--- config.mk ---
export PLATFORM = sky130hd
export DESIGN_NAME = adc_text_line_to_dial_frames_core
export DESIGN_NICKNAME = d
export VERILOG_FILES = /design/src/dialf_pkg.sv /design/src/dialf_front.sv /design/src/dialf_queue.sv /design/src/dialf_back.sv /design/src/adc_text_line_to_dial_frames_core.sv
export SDC_FILE = /design/constraint.sdc
export NUM_CORES = 1
export LEC_CHECK = 0
export BUFFER_PORTS_ARGS = -buffer_cell sky130_fd_sc_hd__buf_2
export CAP_MARGIN = 0
export CORE_UTILIZATION = 50
export CTS_CLUSTER_DIAMETER = 60
export DETAILED_ROUTE_END_ITERATION = 10
export PLACE_DENSITY = 0.74
export SLEW_MARGIN = 0
export SYNTH_ARGS = -nofsm -noshare
export SYNTH_HDL_FRONTEND = slang
export SYNTH_SLANG_ARGS = --single-unit
--- constraint.sdc ---
create_clock -name clk -period 7.2 [get_ports clk]
set_input_delay 0.36 -clock clk [delete_from_list [all_inputs] [get_ports clk]]
set_output_delay 0.36 -clock clk [all_outputs]
set_load 0.02 [all_outputs]
--- src/dialf_pkg.sv ---
`timescale 1ns / 1ps

package dialf_pkg;

    localparam int BYTE_W   = 8;
    localparam int TURNS_W  = 6;
    localparam int ANGLE_W  = 9;
    localparam int LEVEL_W  = 12;
    localparam int MAG_W    = 32;
    localparam int CFG_IDX_W = 1;

    localparam int QDEPTH   = 4;
    localparam int QAW      = $clog2(QDEPTH);

    localparam logic [CFG_IDX_W-1:0] CFG_COMPASS_TURNS = 1'd0;
    localparam logic [CFG_IDX_W-1:0] CFG_CUE_TURNS     = 1'd1;

    localparam logic [TURNS_W-1:0] TURNS_RESET = 6'd1;

    localparam logic [BYTE_W-1:0] CH_LF    = 8'h0A;
    localparam logic [BYTE_W-1:0] CH_TAB   = 8'h09;
    localparam logic [BYTE_W-1:0] CH_CR    = 8'h0D;
    localparam logic [BYTE_W-1:0] CH_SPACE = 8'h20;
    localparam logic [BYTE_W-1:0] CH_A     = 8'h41;
    localparam logic [BYTE_W-1:0] CH_D     = 8'h44;
    localparam logic [BYTE_W-1:0] CH_C     = 8'h43;
    localparam logic [BYTE_W-1:0] CH_COMMA = 8'h2C;
    localparam logic [BYTE_W-1:0] CH_PLUS  = 8'h2B;
    localparam logic [BYTE_W-1:0] CH_MINUS = 8'h2D;
    localparam logic [BYTE_W-1:0] CH_ZERO  = 8'h30;
    localparam logic [BYTE_W-1:0] CH_NINE  = 8'h39;

    localparam logic [MAG_W-1:0] MAG_LIMIT = 32'h8000_0000;
    localparam logic [MAG_W-1:0] MAG_OVER  = 32'h8000_0001;
    localparam logic [MAG_W-1:0] LEVEL_MAX = 32'd4095;

    typedef enum logic [2:0] {
        PH_LEAD,
        PH_HEADER,
        PH_FIRST,
        PH_SECOND,
        PH_BAD
    } phase_t;

    typedef struct packed {
        logic sign;
        logic neg;
        logic digit;
    } field_flags_t;

    typedef struct packed {
        logic [LEVEL_W-1:0] compass_level;
        logic [LEVEL_W-1:0] cue_level;
    } line_job_t;

    typedef struct packed {
        logic full;
        logic empty;
    } queue_status_t;

endpackage

--- src/dialf_front.sv ---
`timescale 1ns / 1ps

module dialf_front
    import dialf_pkg::*;
(
    input  logic               clk,
    input  logic               rst_n,
    input  logic               accept,
    input  logic [BYTE_W-1:0]  rx_byte,
    output logic               push,
    output line_job_t          push_job
);

    phase_t        phase_reg, phase_next;
    logic [1:0]    hdr_reg, hdr_next;
    logic          trail_reg, trail_next;
    logic [MAG_W-1:0] mag1_reg, mag1_next;
    logic [MAG_W-1:0] mag2_reg, mag2_next;
    field_flags_t  fl1_reg, fl1_next;
    field_flags_t  fl2_reg, fl2_next;

    logic          is_space, is_digit, is_sign;
    logic          ok1, ok2;
    logic [1:0]    hp;
    logic [3:0]    digit_val;

    function automatic logic field_ok(field_flags_t f, logic [MAG_W-1:0] m);
        logic r;
        if (!f.digit)
            r = 1'b0;
        else if (f.neg)
            r = (m <= MAG_LIMIT);
        else
            r = (m <= MAG_LIMIT - 1);
        return r;
    endfunction

    function automatic logic [MAG_W-1:0] mag_step(logic [MAG_W-1:0] m, logic [3:0] d);
        logic [MAG_W+2:0] w;
        logic [MAG_W-1:0] r;
        w = {m, 3'b000} + {2'b00, m, 1'b0} + {{(MAG_W-1){1'b0}}, d};
        if (m > MAG_LIMIT)
            r = m;
        else if (w > {3'b000, MAG_LIMIT})
            r = MAG_OVER;
        else
            r = w[MAG_W-1:0];
        return r;
    endfunction

    function automatic logic [LEVEL_W-1:0] level(field_flags_t f, logic [MAG_W-1:0] m);
        logic [LEVEL_W-1:0] r;
        if (f.neg || m == '0)
            r = '0;
        else if (m > LEVEL_MAX)
            r = LEVEL_MAX[LEVEL_W-1:0];
        else
            r = m[LEVEL_W-1:0];
        return r;
    endfunction

    assign is_space  = (rx_byte == CH_SPACE) || (rx_byte >= CH_TAB && rx_byte <= CH_CR);
    assign is_digit  = (rx_byte >= CH_ZERO) && (rx_byte <= CH_NINE);
    assign is_sign   = (rx_byte == CH_PLUS) || (rx_byte == CH_MINUS);
    assign digit_val = rx_byte[3:0];
    assign ok1       = field_ok(fl1_reg, mag1_reg);
    assign ok2       = field_ok(fl2_reg, mag2_reg);
    assign hp        = (phase_reg == PH_LEAD) ? 2'd0 : hdr_reg;

    always_comb
    begin
        phase_next = phase_reg;
        hdr_next   = hdr_reg;
        trail_next = trail_reg;
        mag1_next  = mag1_reg;
        mag2_next  = mag2_reg;
        fl1_next   = fl1_reg;
        fl2_next   = fl2_reg;
        if (accept)
        begin
            if (rx_byte == CH_LF)
            begin
                phase_next = PH_LEAD;
                hdr_next   = 2'd0;
                trail_next = 1'b0;
                mag1_next  = '0;
                mag2_next  = '0;
                fl1_next   = '0;
                fl2_next   = '0;
            end
            else if (phase_reg == PH_BAD)
            begin
                phase_next = PH_BAD;
            end
            else if (is_space)
            begin
                if (phase_reg != PH_LEAD)
                    trail_next = 1'b1;
            end
            else if (trail_reg)
            begin
                phase_next = PH_BAD;
            end
            else
            begin
                case (phase_reg)
                    PH_LEAD, PH_HEADER:
                    begin
                        phase_next = PH_HEADER;
                        hdr_next   = hp;
                        if (hp == 2'd0 && rx_byte == CH_A)
                            hdr_next = 2'd1;
                        else if (hp == 2'd1 && rx_byte == CH_D)
                            hdr_next = 2'd2;
                        else if (hp == 2'd2 && rx_byte == CH_C)
                            hdr_next = 2'd3;
                        else if (hp == 2'd3 && rx_byte == CH_COMMA)
                            phase_next = PH_FIRST;
                        else
                            phase_next = PH_BAD;
                    end
                    PH_FIRST:
                    begin
                        if (rx_byte == CH_COMMA)
                            phase_next = ok1 ? PH_SECOND : PH_BAD;
                        else if (is_sign)
                        begin
                            if (fl1_reg.sign || fl1_reg.digit)
                                phase_next = PH_BAD;
                            else
                            begin
                                fl1_next.sign = 1'b1;
                                fl1_next.neg  = (rx_byte == CH_MINUS);
                            end
                        end
                        else if (is_digit)
                        begin
                            fl1_next.digit = 1'b1;
                            mag1_next      = mag_step(mag1_reg, digit_val);
                        end
                        else
                            phase_next = PH_BAD;
                    end
                    PH_SECOND:
                    begin
                        if (rx_byte == CH_COMMA)
                            phase_next = PH_BAD;
                        else if (is_sign)
                        begin
                            if (fl2_reg.sign || fl2_reg.digit)
                                phase_next = PH_BAD;
                            else
                            begin
                                fl2_next.sign = 1'b1;
                                fl2_next.neg  = (rx_byte == CH_MINUS);
                            end
                        end
                        else if (is_digit)
                        begin
                            fl2_next.digit = 1'b1;
                            mag2_next      = mag_step(mag2_reg, digit_val);
                        end
                        else
                            phase_next = PH_BAD;
                    end
                    default:
                        phase_next = PH_BAD;
                endcase
            end
        end
    end

    always_comb
    begin
        push = accept && (rx_byte == CH_LF) && (phase_reg == PH_SECOND) && ok1 && ok2;
        push_job.compass_level = level(fl1_reg, mag1_reg);
        push_job.cue_level     = level(fl2_reg, mag2_reg);
    end

    always_ff @(posedge clk or negedge rst_n)
    begin
        if (!rst_n)
        begin
            phase_reg <= PH_LEAD;
            hdr_reg   <= 2'd0;
            trail_reg <= 1'b0;
            mag1_reg  <= '0;
            mag2_reg  <= '0;
            fl1_reg   <= '0;
            fl2_reg   <= '0;
        end
        else
        begin
            phase_reg <= phase_next;
            hdr_reg   <= hdr_next;
            trail_reg <= trail_next;
            mag1_reg  <= mag1_next;
            mag2_reg  <= mag2_next;
            fl1_reg   <= fl1_next;
            fl2_reg   <= fl2_next;
        end
    end

endmodule

--- src/dialf_queue.sv ---
`timescale 1ns / 1ps

module dialf_queue
    import dialf_pkg::*;
(
    input  logic          clk,
    input  logic          rst_n,
    input  logic          push,
    input  line_job_t     push_job,
    input  logic          pop,
    output line_job_t     pop_job,
    output queue_status_t status
);

    line_job_t      slot_reg [QDEPTH];
    logic [QAW-1:0] wr_reg, wr_next;
    logic [QAW-1:0] rd_reg, rd_next;
    logic [QAW:0]   cnt_reg, cnt_next;
    logic           do_push, do_pop;

    assign status.full  = (cnt_reg == QDEPTH[QAW:0]);
    assign status.empty = (cnt_reg == '0);
    assign do_push      = push && !status.full;
    assign do_pop       = pop && !status.empty;
    assign pop_job      = slot_reg[rd_reg];

    always_comb
    begin
        wr_next  = do_push ? wr_reg + 1'b1 : wr_reg;
        rd_next  = do_pop ? rd_reg + 1'b1 : rd_reg;
        cnt_next = cnt_reg;
        if (do_push && !do_pop)
            cnt_next = cnt_reg + 1'b1;
        else if (do_pop && !do_push)
            cnt_next = cnt_reg - 1'b1;
    end

    always_ff @(posedge clk)
    begin
        if (do_push)
            slot_reg[wr_reg] <= push_job;
    end

    always_ff @(posedge clk or negedge rst_n)
    begin
        if (!rst_n)
        begin
            wr_reg  <= '0;
            rd_reg  <= '0;
            cnt_reg <= '0;
        end
        else
        begin
            wr_reg  <= wr_next;
            rd_reg  <= rd_next;
            cnt_reg <= cnt_next;
        end
    end

endmodule

--- src/dialf_back.sv ---
`timescale 1ns / 1ps

module dialf_back
    import dialf_pkg::*;
(
    input  logic                 clk,
    input  logic                 rst_n,
    input  logic                 cfg_we,
    input  logic [CFG_IDX_W-1:0] cfg_index,
    input  logic [TURNS_W-1:0]   cfg_data,
    input  queue_status_t        q_status,
    input  line_job_t            q_job,
    output logic                 q_pop,
    output logic                 out_valid,
    input  logic                 out_stall,
    output logic [ANGLE_W-1:0]   compass_angle,
    output logic [ANGLE_W-1:0]   cue_angle,
    output logic                 compass_changed,
    output logic                 cue_changed
);

    localparam int PROD_W = LEVEL_W + TURNS_W;
    localparam int RECIP_SHIFT = 16;
    localparam logic [12:0] RECIP = 13'd5761;
    localparam logic [6:0]  DIV_Q = 7'd91;
    localparam logic [LEVEL_W:0] MOD_K = 13'd4095;

    logic [TURNS_W-1:0] compass_turns_reg, cue_turns_reg;

    logic               en;
    logic               s1_valid_reg, s2_valid_reg;
    logic [PROD_W-1:0]  s1_pc_reg, s1_pq_reg;
    logic [LEVEL_W-1:0] s2_rc_reg, s2_rq_reg;
    logic [ANGLE_W-1:0] s2_qc_reg, s2_qq_reg;
    logic [LEVEL_W-1:0] rc_w, rq_w;
    logic [ANGLE_W-1:0] qc_w, qq_w;
    logic [ANGLE_W-1:0] fc_w, fq_w;
    logic               cc_w, qcc_w;

    logic [ANGLE_W-1:0] last_c_reg, last_q_reg;
    logic               out_valid_reg;
    logic [ANGLE_W-1:0] out_c_reg, out_q_reg;
    logic               out_cc_reg, out_qc_reg;

    function automatic logic [LEVEL_W-1:0] mod_sweep(logic [PROD_W-1:0] p);
        logic [LEVEL_W:0] s;
        logic [LEVEL_W:0] r;
        s = {1'b0, p[LEVEL_W-1:0]} + {{(2*LEVEL_W-PROD_W+1){1'b0}}, p[PROD_W-1:LEVEL_W]};
        r = (s >= MOD_K) ? s - MOD_K : s;
        return r[LEVEL_W-1:0];
    endfunction

    function automatic logic [ANGLE_W-1:0] quot_est(logic [LEVEL_W-1:0] r);
        logic [LEVEL_W+12:0] m;
        m = {13'd0, r} * {12'd0, RECIP};
        return m[RECIP_SHIFT+ANGLE_W-1:RECIP_SHIFT];
    endfunction

    function automatic logic [ANGLE_W-1:0] quot_fix(logic [LEVEL_W-1:0] r,
                                                    logic [ANGLE_W-1:0] q);
        logic [LEVEL_W+2:0] rem;
        logic [LEVEL_W+2:0] prod;
        prod = {{(LEVEL_W+3-ANGLE_W){1'b0}}, q} * {{(LEVEL_W-4){1'b0}}, DIV_Q};
        rem  = {r, 3'b000} - prod;
        return (rem >= {{(LEVEL_W-4){1'b0}}, DIV_Q}) ? q + 1'b1 : q;
    endfunction

    assign en    = !out_valid_reg || !out_stall;
    assign q_pop = en && !q_status.empty;

    assign rc_w = mod_sweep(s1_pc_reg);
    assign rq_w = mod_sweep(s1_pq_reg);
    assign qc_w = quot_est(rc_w);
    assign qq_w = quot_est(rq_w);

    assign fc_w  = quot_fix(s2_rc_reg, s2_qc_reg);
    assign fq_w  = quot_fix(s2_rq_reg, s2_qq_reg);
    assign cc_w  = (fc_w != last_c_reg);
    assign qcc_w = (fq_w != last_q_reg);

    always_ff @(posedge clk or negedge rst_n)
    begin
        if (!rst_n)
        begin
            compass_turns_reg <= TURNS_RESET;
            cue_turns_reg     <= TURNS_RESET;
        end
        else if (cfg_we)
        begin
            case (cfg_index)
                CFG_COMPASS_TURNS: compass_turns_reg <= cfg_data;
                CFG_CUE_TURNS:     cue_turns_reg     <= cfg_data;
                default:           ;
            endcase
        end
    end

    always_ff @(posedge clk)
    begin
        if (en)
        begin
            s1_pc_reg <= {{TURNS_W{1'b0}}, q_job.compass_level} * {{LEVEL_W{1'b0}}, compass_turns_reg};
            s1_pq_reg <= {{TURNS_W{1'b0}}, q_job.cue_level} * {{LEVEL_W{1'b0}}, cue_turns_reg};
            s2_rc_reg <= rc_w;
            s2_rq_reg <= rq_w;
            s2_qc_reg <= qc_w;
            s2_qq_reg <= qq_w;
            if (s2_valid_reg && (cc_w || qcc_w))
            begin
                out_c_reg  <= fc_w;
                out_q_reg  <= fq_w;
                out_cc_reg <= cc_w;
                out_qc_reg <= qcc_w;
            end
        end
    end

    always_ff @(posedge clk or negedge rst_n)
    begin
        if (!rst_n)
        begin
            s1_valid_reg  <= 1'b0;
            s2_valid_reg  <= 1'b0;
            out_valid_reg <= 1'b0;
            last_c_reg    <= '0;
            last_q_reg    <= '0;
        end
        else if (en)
        begin
            s1_valid_reg  <= q_pop;
            s2_valid_reg  <= s1_valid_reg;
            out_valid_reg <= s2_valid_reg && (cc_w || qcc_w);
            if (s2_valid_reg && (cc_w || qcc_w))
            begin
                last_c_reg <= fc_w;
                last_q_reg <= fq_w;
            end
        end
    end

    assign out_valid       = out_valid_reg;
    assign compass_angle   = out_c_reg;
    assign cue_angle       = out_q_reg;
    assign compass_changed = out_cc_reg;
    assign cue_changed     = out_qc_reg;

endmodule

--- src/adc_text_line_to_dial_frames_core.sv ---
`timescale 1ns / 1ps

// Channel  | Handshake         | Payload
// ---------+-------------------+-------------------------------------------------
// input    | in_valid/in_stall | rx_byte
// output   | out_valid/out_stall | compass_angle, cue_angle, compass_changed, cue_changed
// config   | cfg_we            | cfg_index, cfg_data
//
// One byte per cycle is taken; in_stall rises only while the four-entry line queue is full.
// A changed frame of a valid line passes the line queue and a three-stage scaler
// (multiply by turns, reduce mod 4095 with reciprocal estimate, correct and compare).
// Scaler and output register advance together and hold while out_stall and out_valid are high.
// rst_n clears the parser, queue, scaler valids, stored frames and turns (to one).

module adc_text_line_to_dial_frames_core
    import dialf_pkg::*;
(
    input  logic                 clk,
    input  logic                 rst_n,
    input  logic                 in_valid,
    output logic                 in_stall,
    input  logic [BYTE_W-1:0]    rx_byte,
    input  logic                 cfg_we,
    input  logic [CFG_IDX_W-1:0] cfg_index,
    input  logic [TURNS_W-1:0]   cfg_data,
    output logic                 out_valid,
    input  logic                 out_stall,
    output logic [ANGLE_W-1:0]   compass_angle,
    output logic [ANGLE_W-1:0]   cue_angle,
    output logic                 compass_changed,
    output logic                 cue_changed
);

    logic          accept;
    logic          push;
    line_job_t     push_job;
    line_job_t     pop_job;
    logic          pop;
    queue_status_t q_status;

    assign in_stall = q_status.full;
    assign accept   = in_valid && !in_stall;

    dialf_front u_front (
        .clk      (clk),
        .rst_n    (rst_n),
        .accept   (accept),
        .rx_byte  (rx_byte),
        .push     (push),
        .push_job (push_job)
    );

    dialf_queue u_queue (
        .clk      (clk),
        .rst_n    (rst_n),
        .push     (push),
        .push_job (push_job),
        .pop      (pop),
        .pop_job  (pop_job),
        .status   (q_status)
    );

    dialf_back u_back (
        .clk             (clk),
        .rst_n           (rst_n),
        .cfg_we          (cfg_we),
        .cfg_index       (cfg_index),
        .cfg_data        (cfg_data),
        .q_status        (q_status),
        .q_job           (pop_job),
        .q_pop           (pop),
        .out_valid       (out_valid),
        .out_stall       (out_stall),
        .compass_angle   (compass_angle),
        .cue_angle       (cue_angle),
        .compass_changed (compass_changed),
        .cue_changed     (cue_changed)
    );

endmodule

==> out/qor.yml, run 1 <==
route:
  wl_per_cell_um: 16.3
  routed_wirelength_um: 62300
  vias_per_cell: 5.65
  first_iter_violations: 1167
  vias: 21600
  drc_errors: 0
  drt_first_pass_iters: 6
  ant_nets: 0
yosys:
  syn-cell-area_um2: 29700
  synthArstFlopShare: 0.374
  synth_compound_area_frac: 0.139
  synth_most_common_cell: "inv_1"
  synth_fa_ha_area_frac: 0.291
  ys_seq_elements: 310
  synth_top_family_by_area: "adder cells"
  ys.flop_type: "edfxtp_1"
  yosys.area.top_type: "edfxtp_1"
  synth_edf_count: 194
  synthSimpleGateAreaFrac: 0.123
  netlist_top_cells_count: "inv_1 (417), ha_1 (402), nand2_1 (225)"
  synth-warning-count: 0
  synthMuxAreaShare: 0.0359
  synthDominantCellAreaShare: 0.196
  avgSynthCellArea_um2: 10.1
  synth.distinct_cells: 92
  syn_nets: 3557
  syn-instance-count: 2955
  synth_area_leaders: "edfxtp_1 (20%), ha_1 (17%), fa_1 (12%)"
  seq_area_frac_synth: 0.293
  synthXorXnorAreaFrac: 0.0559
layout:
  syn_to_final_growth_pct: 9.82
  largest_register_ff_count: 96
  antenna_cells: 0
  regArea_um2: 8730
  fin_area_um2: 32700
  drive_above_1_share: 0.0972
  fillers: 5007
  multi_input_area_um2: 19400
  nets: 3624
sta:
  slew_headroom: 0.244
  setup_violations: 0
  finalSetupTns_ps: 0
  finClkSkew_ps: 35.1
  max_freq_mhz: 142
  final-max-slew-violation-count: 0
  fin_crit_ps: 7050
  period_share: 0.979
  tightest_slew_ps: 1120
  setup_ws_ps: 155
  hold_viol_final: 0
critical_path:
  r2r_cells: 27
  reg2reg_slack_ps: 150
  worstSetupEndpoint: "u_back.s2_qc_reg[5]"
  required_ps: 7540
  critPathLaunch: "u_back.s1_pc_reg[12]"
  critical_path_class: "flip-flop to flip-flop"
  crit_arrival_ps: 7380
  cp-end-kind: "flip-flop"
  cp_max_fo: 4
  r2r-end: "u_back.s2_qc_reg[5]"
  critPathLaunchType: "flip-flop"
  timing.rr.start: "u_back.s1_pc_reg[12]"
clock_tree:
  clkTransAtPathRegs_ps: 60
  clock_sinks: 310
  clockBufferDepth: 3
  cts_tree: "done"
  clock_latency_ps: 590
  htree_levels: 2
  cts_root_buf: "clkbuf_16"
  numCtsBuffers: 40
floorplanning:
  rows: 89
  start_util: 0.505
  die-area_um2: 60500
  ios: 42
  die_h_um: 246
  core-area_um2: 58900
  dieWidth_um: 246
place:
  hpwlAfterDp_um: 47900
  placed_cell_area_um2: 31000
  gp_congestion: 0.915
  place_ws_ps: -226
  port_buffers: 41
grt:
  grt-ovfl-total: 0
  grt_max_degree: 81
  track_usage: 0.208
  antenna_found_initial: 3
  first_global_vias: 21700
  grt_pass1_wl_um: 104000
run:
  maxCapViolCount: 0
status:
  status: "complete, no violations"
worst_hold_path:
  hold_class: "input pin to flip-flop"
  hold_start: "cfg_data[2]"
cells by family (layout without fill, tap and decap cells):
group	Yosys count	after routing
DFF	310	310
and+or+nand+nor	730	730
adders and majority gates	583	583
muxes	69	69
xor gates and xnor gates	190	190
AOI/OAI and AO/OA	593	593
buffers and inverters	480	579
timing repair:
item	in CTS	in global routing
pin swaps	0	32
setup endpoints to repair	6	13
cloned	0	0
endpoints found under the hold margin	49	0
hold buffers	1	0
gates resized for setup	3	46
setup buffers	1	6
placed cells by master, fill, tap and decap left out, drive strengths merged, types with 15 or more instances in the layout:
master,netlist,routed
inv,417,432
ha,402,402
nand2,226,226
edfxtp,194,194
fa,180,180
a21oi,154,154
xnor2,134,134
nor2,129,129
dfrtp,114,114
o21ai,87,87
buf,12,87
and2,69,69
a21o,68,68
xor2,56,56
a22o,51,51
nor3,47,47
nand3,45,45
clkbuf,51,45
mux2,38,38
and3,37,37
nor4,33,33
a211oi,27,27
nand4,25,25
nand2b,25,25
nor2b,25,25
mux4,24,24
o21bai,23,23
o21a,20,20
a31oi,20,20
o211ai,16,16
or3,15,15
per-layer routing:
layer	up-vias	GRT usage	share of wire
li1	10600	-	-
met1	10500	0.265	0.44
met2	429	0.369	0.50
met3	102	0.0278	0.043
met4	6	0.0522	0.019
met5	-	0	0.00055
stage by stage:
| step | utilization | cells | hold WS (ps) |
|---|---|---|---|
| after CTS | 0.550 | 3821 | 29.5 |
| after detailed placement | 0.526 | 3745 | 348 |
| after global placement | 0.526 | 3745 | 346 |
| after floorplan | - | 2955 | 64.4 |
| final | 0.555 | 3827 | 50.3 |
| after global routing | 0.555 | 3827 | 61.0 |
area by class of cell:
type	instances	share of cell area
inverter	417	0.0480
clock buffer	45	0.0315
tap	773	0.0296
sequential	310	0.267
clock inverter	29	0.0112
multi-input combinational	2165	0.595
timing repair buffer	88	0.0175
worst max-delay path, stage by stage, from the launching register on:
cell and delay, ps:
edfxtp_1 400, ha_2 230, fa_2 390, a21o_1 210
a221oi_2 290, mux2i_1 230, nand4_1 150, nor2_2 150
a31oi_1 120, or4_4 610, xnor2_4 220, inv_4 80
ha_4 290, ha_4 200, ha_4 220, fa_1 540
inv_1 50, fa_1 480, inv_1 50, ha_1 280
o21ai_2 80, nor3_2 220, o311ai_2 160, o22a_1 250
a2111o_1 500, a21boi_2 210, o21ai_2 90, o31a_1 100
worst min path at each step:
stage | endpoint | slack (ps) | cells after the start
after floorplan | u_back.compass_turns_reg[1] | 60 | 0
after global placement | u_front.mag1_reg[26] | 350 | 1
after detailed placement | u_front.mag1_reg[26] | 350 | 1
after CTS | u_back.cue_turns_reg[2] | 30 | 2
after global routing | u_back.cue_turns_reg[1] | 60 | 2
final | u_back.compass_turns_reg[2] | 50 | 2
Power of run 1 is not shown: default switching activity piles up to over one toggle a cycle in this logic, so the estimate is an artifact.
==> inputs of run 2 (changes only) <==
Settings changed: SYNTH_HIERARCHICAL set to 1.
==> run 2 against run 1 <==
Compared with the run above:
- sequential share of layout area down 0.43 points
- cell count up 3.9%
- hold slack worse by 5.8 ps
- global-route usage down 0.40 points
- flip-flop and latch count unchanged
- critical path type unchanged
==> out/qor.yml, run 2 <==
yosys:
  ys_seq_elements: 310  # unchanged
  synthMuxAreaShare: 0.0385  # +0.00260
  synthSimpleGateAreaFrac: 0.141  # +0.0179
  netlist_top_cells_count: "inv_1 (427), ha_1 (397), nand2_1 (302)"
  synth_area_leaders: "edfxtp_1 (19%), ha_1 (16%), fa_1 (12%)"
  syn_nets: 3703  # +4.1%
  synth_most_common_cell: "inv_1"
  synth.distinct_cells: 106  # +15%
  ys.flop_type: "edfxtp_1"
  synth_top_family_by_area: "adder cells"
  synth_compound_area_frac: 0.135  # -0.00426
  synthArstFlopShare: 0.374  # unchanged
  synthDominantCellAreaShare: 0.191  # -0.00484
  syn-instance-count: 3106  # +5.1%
  synth_edf_count: 194  # unchanged
  synth-warning-count: 6  # +6
  synthXorXnorAreaFrac: 0.0514  # -0.00454
  avgSynthCellArea_um2: 9.82  # -2.5%
  syn-cell-area_um2: 30500  # +2.5%
  synth_fa_ha_area_frac: 0.281  # -0.00923
  seq_area_frac_synth: 0.286  # -0.00725
  yosys.area.top_type: "edfxtp_1"
worst_hold_path:
  hold_path_end: "u_back/compass_turns_reg[2]"
  hold_depth: 2  # unchanged
  hold_class: "input pin to flip-flop"
  hold_start: "cfg_data[2]"
layout:
  regArea_um2: 8730  # unchanged
  nets: 3761  # +3.8%
  multi_input_area_um2: 19900  # +2.5%
  drive_above_1_share: 0.0971  # -0.000162
  stdcell_count: 3977  # +3.9%
  layout_commonest_cell: "inv_1"
  fin_area_um2: 33200  # +1.6%
  final_cell_mix: "inv_1 (424), ha_1 (396), nand2_1 (302)"
  fillers: 5254  # +4.9%
  largest_register_ff_count: 96  # unchanged
  fin_util: 0.550  # -0.00458
  syn_to_final_growth_pct: 8.84
sta:
  slew_headroom: 0.260  # +0.0154
  tightest_slew_ps: 1100  # -20.4 ps
  period_share: 0.953  # -0.0254
  finClkSkew_ps: 14.7  # -20.4 ps
  hold_viol_final: 0  # unchanged
  hold_slack_ps: 44.4  # -5.84 ps
  max_freq_mhz: 146  # +2.7%
  setup_violations: 0  # unchanged
  final-max-slew-violation-count: 0  # unchanged
  fin_crit_ps: 6860  # -183 ps
critical_path:
  slowest_stage: "fa_1"
  path_buf_inv: 7  # +4
  critical_path_class: "flip-flop to flip-flop"
  crit_arrival_ps: 7160  # -220 ps
  required_ps: 7500  # -40 ps
  reg2reg_slack_ps: 340  # +180 ps
  crit_top_cell: "buf_4"
  cp_max_fo: 6  # +2
  r2r-end: "u_back/s2_qc_reg[3]"
  critPathLaunchType: "flip-flop"
  crit_family: "adder cells"
  cp-end-kind: "flip-flop"
  r2r_cells: 32  # +19%
  timing.rr.start: "u_back/s1_pc_reg[12]"
  critical-path-max-stage-delay_ps: 490  # -120 ps
clock_tree:
  clock_latency_ps: 560  # -30 ps
  numCtsBuffers: 38  # -5.0%
  cts_tree: "done"
  htree_levels: 2  # unchanged
  clock_sinks: 310  # unchanged
  clkTransAtPathRegs_ps: 60  # about the same
  clockBufferDepth: 3  # unchanged
  cts_root_buf: "clkbuf_16"
route:
  wl_per_cell_um: 15.8  # -3.1%
  vias_per_cell: 5.61  # -0.69%
  vias: 22300  # +3.2%
  routed_wirelength_um: 62800  # +0.66%
  drt_first_pass_iters: 5  # -1
  ant_nets: 0  # unchanged
  first_iter_violations: 1085  # -7.0%
  drc_errors: 0  # unchanged
floorplanning:
  rows: 90  # +1.1%
  ios: 42  # unchanged
  core-area_um2: 60400  # +2.5%
  start_util: 0.505  # about the same
  die_h_um: 249  # +1.2%
  die-area_um2: 62000  # +2.5%
  dieWidth_um: 249  # +1.2%
grt:
  first_global_vias: 22300  # +2.8%
  antenna_found_initial: 8  # +5
  track_usage: 0.204  # -0.00397
  grt_pass1_wl_um: 107000  # +2.4%
  grt-ovfl-total: 0  # unchanged
  grt_max_degree: 82  # +1.2%
place:
  dp_cells: 3892  # +3.9%
  gp_congestion: 0.914  # -0.11%
  placed_cell_area_um2: 31700  # +2.3%
  port_buffers: 41  # unchanged
  hpwlAfterDp_um: 48900  # +2.1%
run:
  maxCapViolCount: 0  # unchanged
status:
  status: "complete, no violations"
==> run 2: cell type report <==
cell class                      instances  area share
Sequential cell                       310       0.263
Clock inverter                         21     0.00795
Tap cell                              782      0.0295
Antenna cell                            2    0.000151
Multi-Input combinational cell       2284       0.600
Timing Repair Buffer                  103      0.0205
Inverter                              427      0.0483
Clock buffer                           48      0.0307
==> run 2: worst reg2reg max path: cells and delay by family (launching register included) <==
| kind | cells | cell delay (ps) |
|---|---|---|
| AO/OA/AOI/OAI | 4 | 850 |
| AND/OR/NAND/NOR | 11 | 1940 |
| buffers and inverters | 7 | 790 |
| adder cells (fa/ha/maj) | 7 | 2170 |
| flip-flops | 1 | 380 |
| XOR/XNOR | 3 | 470 |
==> run 2: cell families (layout without fill, tap and decap cells) <==
logic type | Yosys count | after routing
AO/OA/AOI/OAI | 601 | 601
XOR/XNOR | 179 | 179
adder cells (fa/ha/maj) | 578 | 578
buffers and inverters | 512 | 599
flip-flops | 310 | 310
multiplexers | 75 | 75
other | 0 | 2
AND/OR/NAND/NOR | 851 | 851
==> run 2: repair_timing <==
action | in CTS | in global routing
endpoints found under the hold margin | 33 | 0
hold buffers | 1 | 0
gates resized for setup | 2 | 31
pin swaps | 1 | 19
setup endpoints to repair | 4 | 12
setup buffers | 2 | 11
==> run 2: stage by stage <==
stage                     worst slack (ps)  TNS [ps]
after floorplan                       40.2         0
after global placement                 133         0
after detailed placement             -6.17     -6.17
after CTS                             54.2         0
after global routing                 -19.1     -37.9
final                                  338         0
==> run 2: how the worst max path moves through the flow <==
stage	startpoint	to	slack, ps	depth (start not counted)
finish	u_back/s1_pc_reg[12]	u_back/s2_qc_reg[3]	340	32
global route	u_back/s1_pc_reg[12]	u_back/s2_qc_reg[7]	-20	30
CTS	u_back/s1_pc_reg[12]	u_back/s2_qc_reg[5]	50	29
detailed placement	u_back/s1_pc_reg[12]	u_back/s2_qc_reg[5]	-6	29
global placement	u_back/s1_pc_reg[0]	u_back/s2_qc_reg[5]	130	29
floorplan	u_back/s1_pc_reg[0]	u_back/s2_qc_reg[5]	40	30
==> run 2: layer usage <==
layer / global-route usage / share of wire
met2: 0.364 / 0.49
met4: 0.0504 / 0.020
met5: 0 / 0.00061
met3: 0.0293 / 0.042
met1: 0.259 / 0.44
Power of run 2 is left out for the same reason.
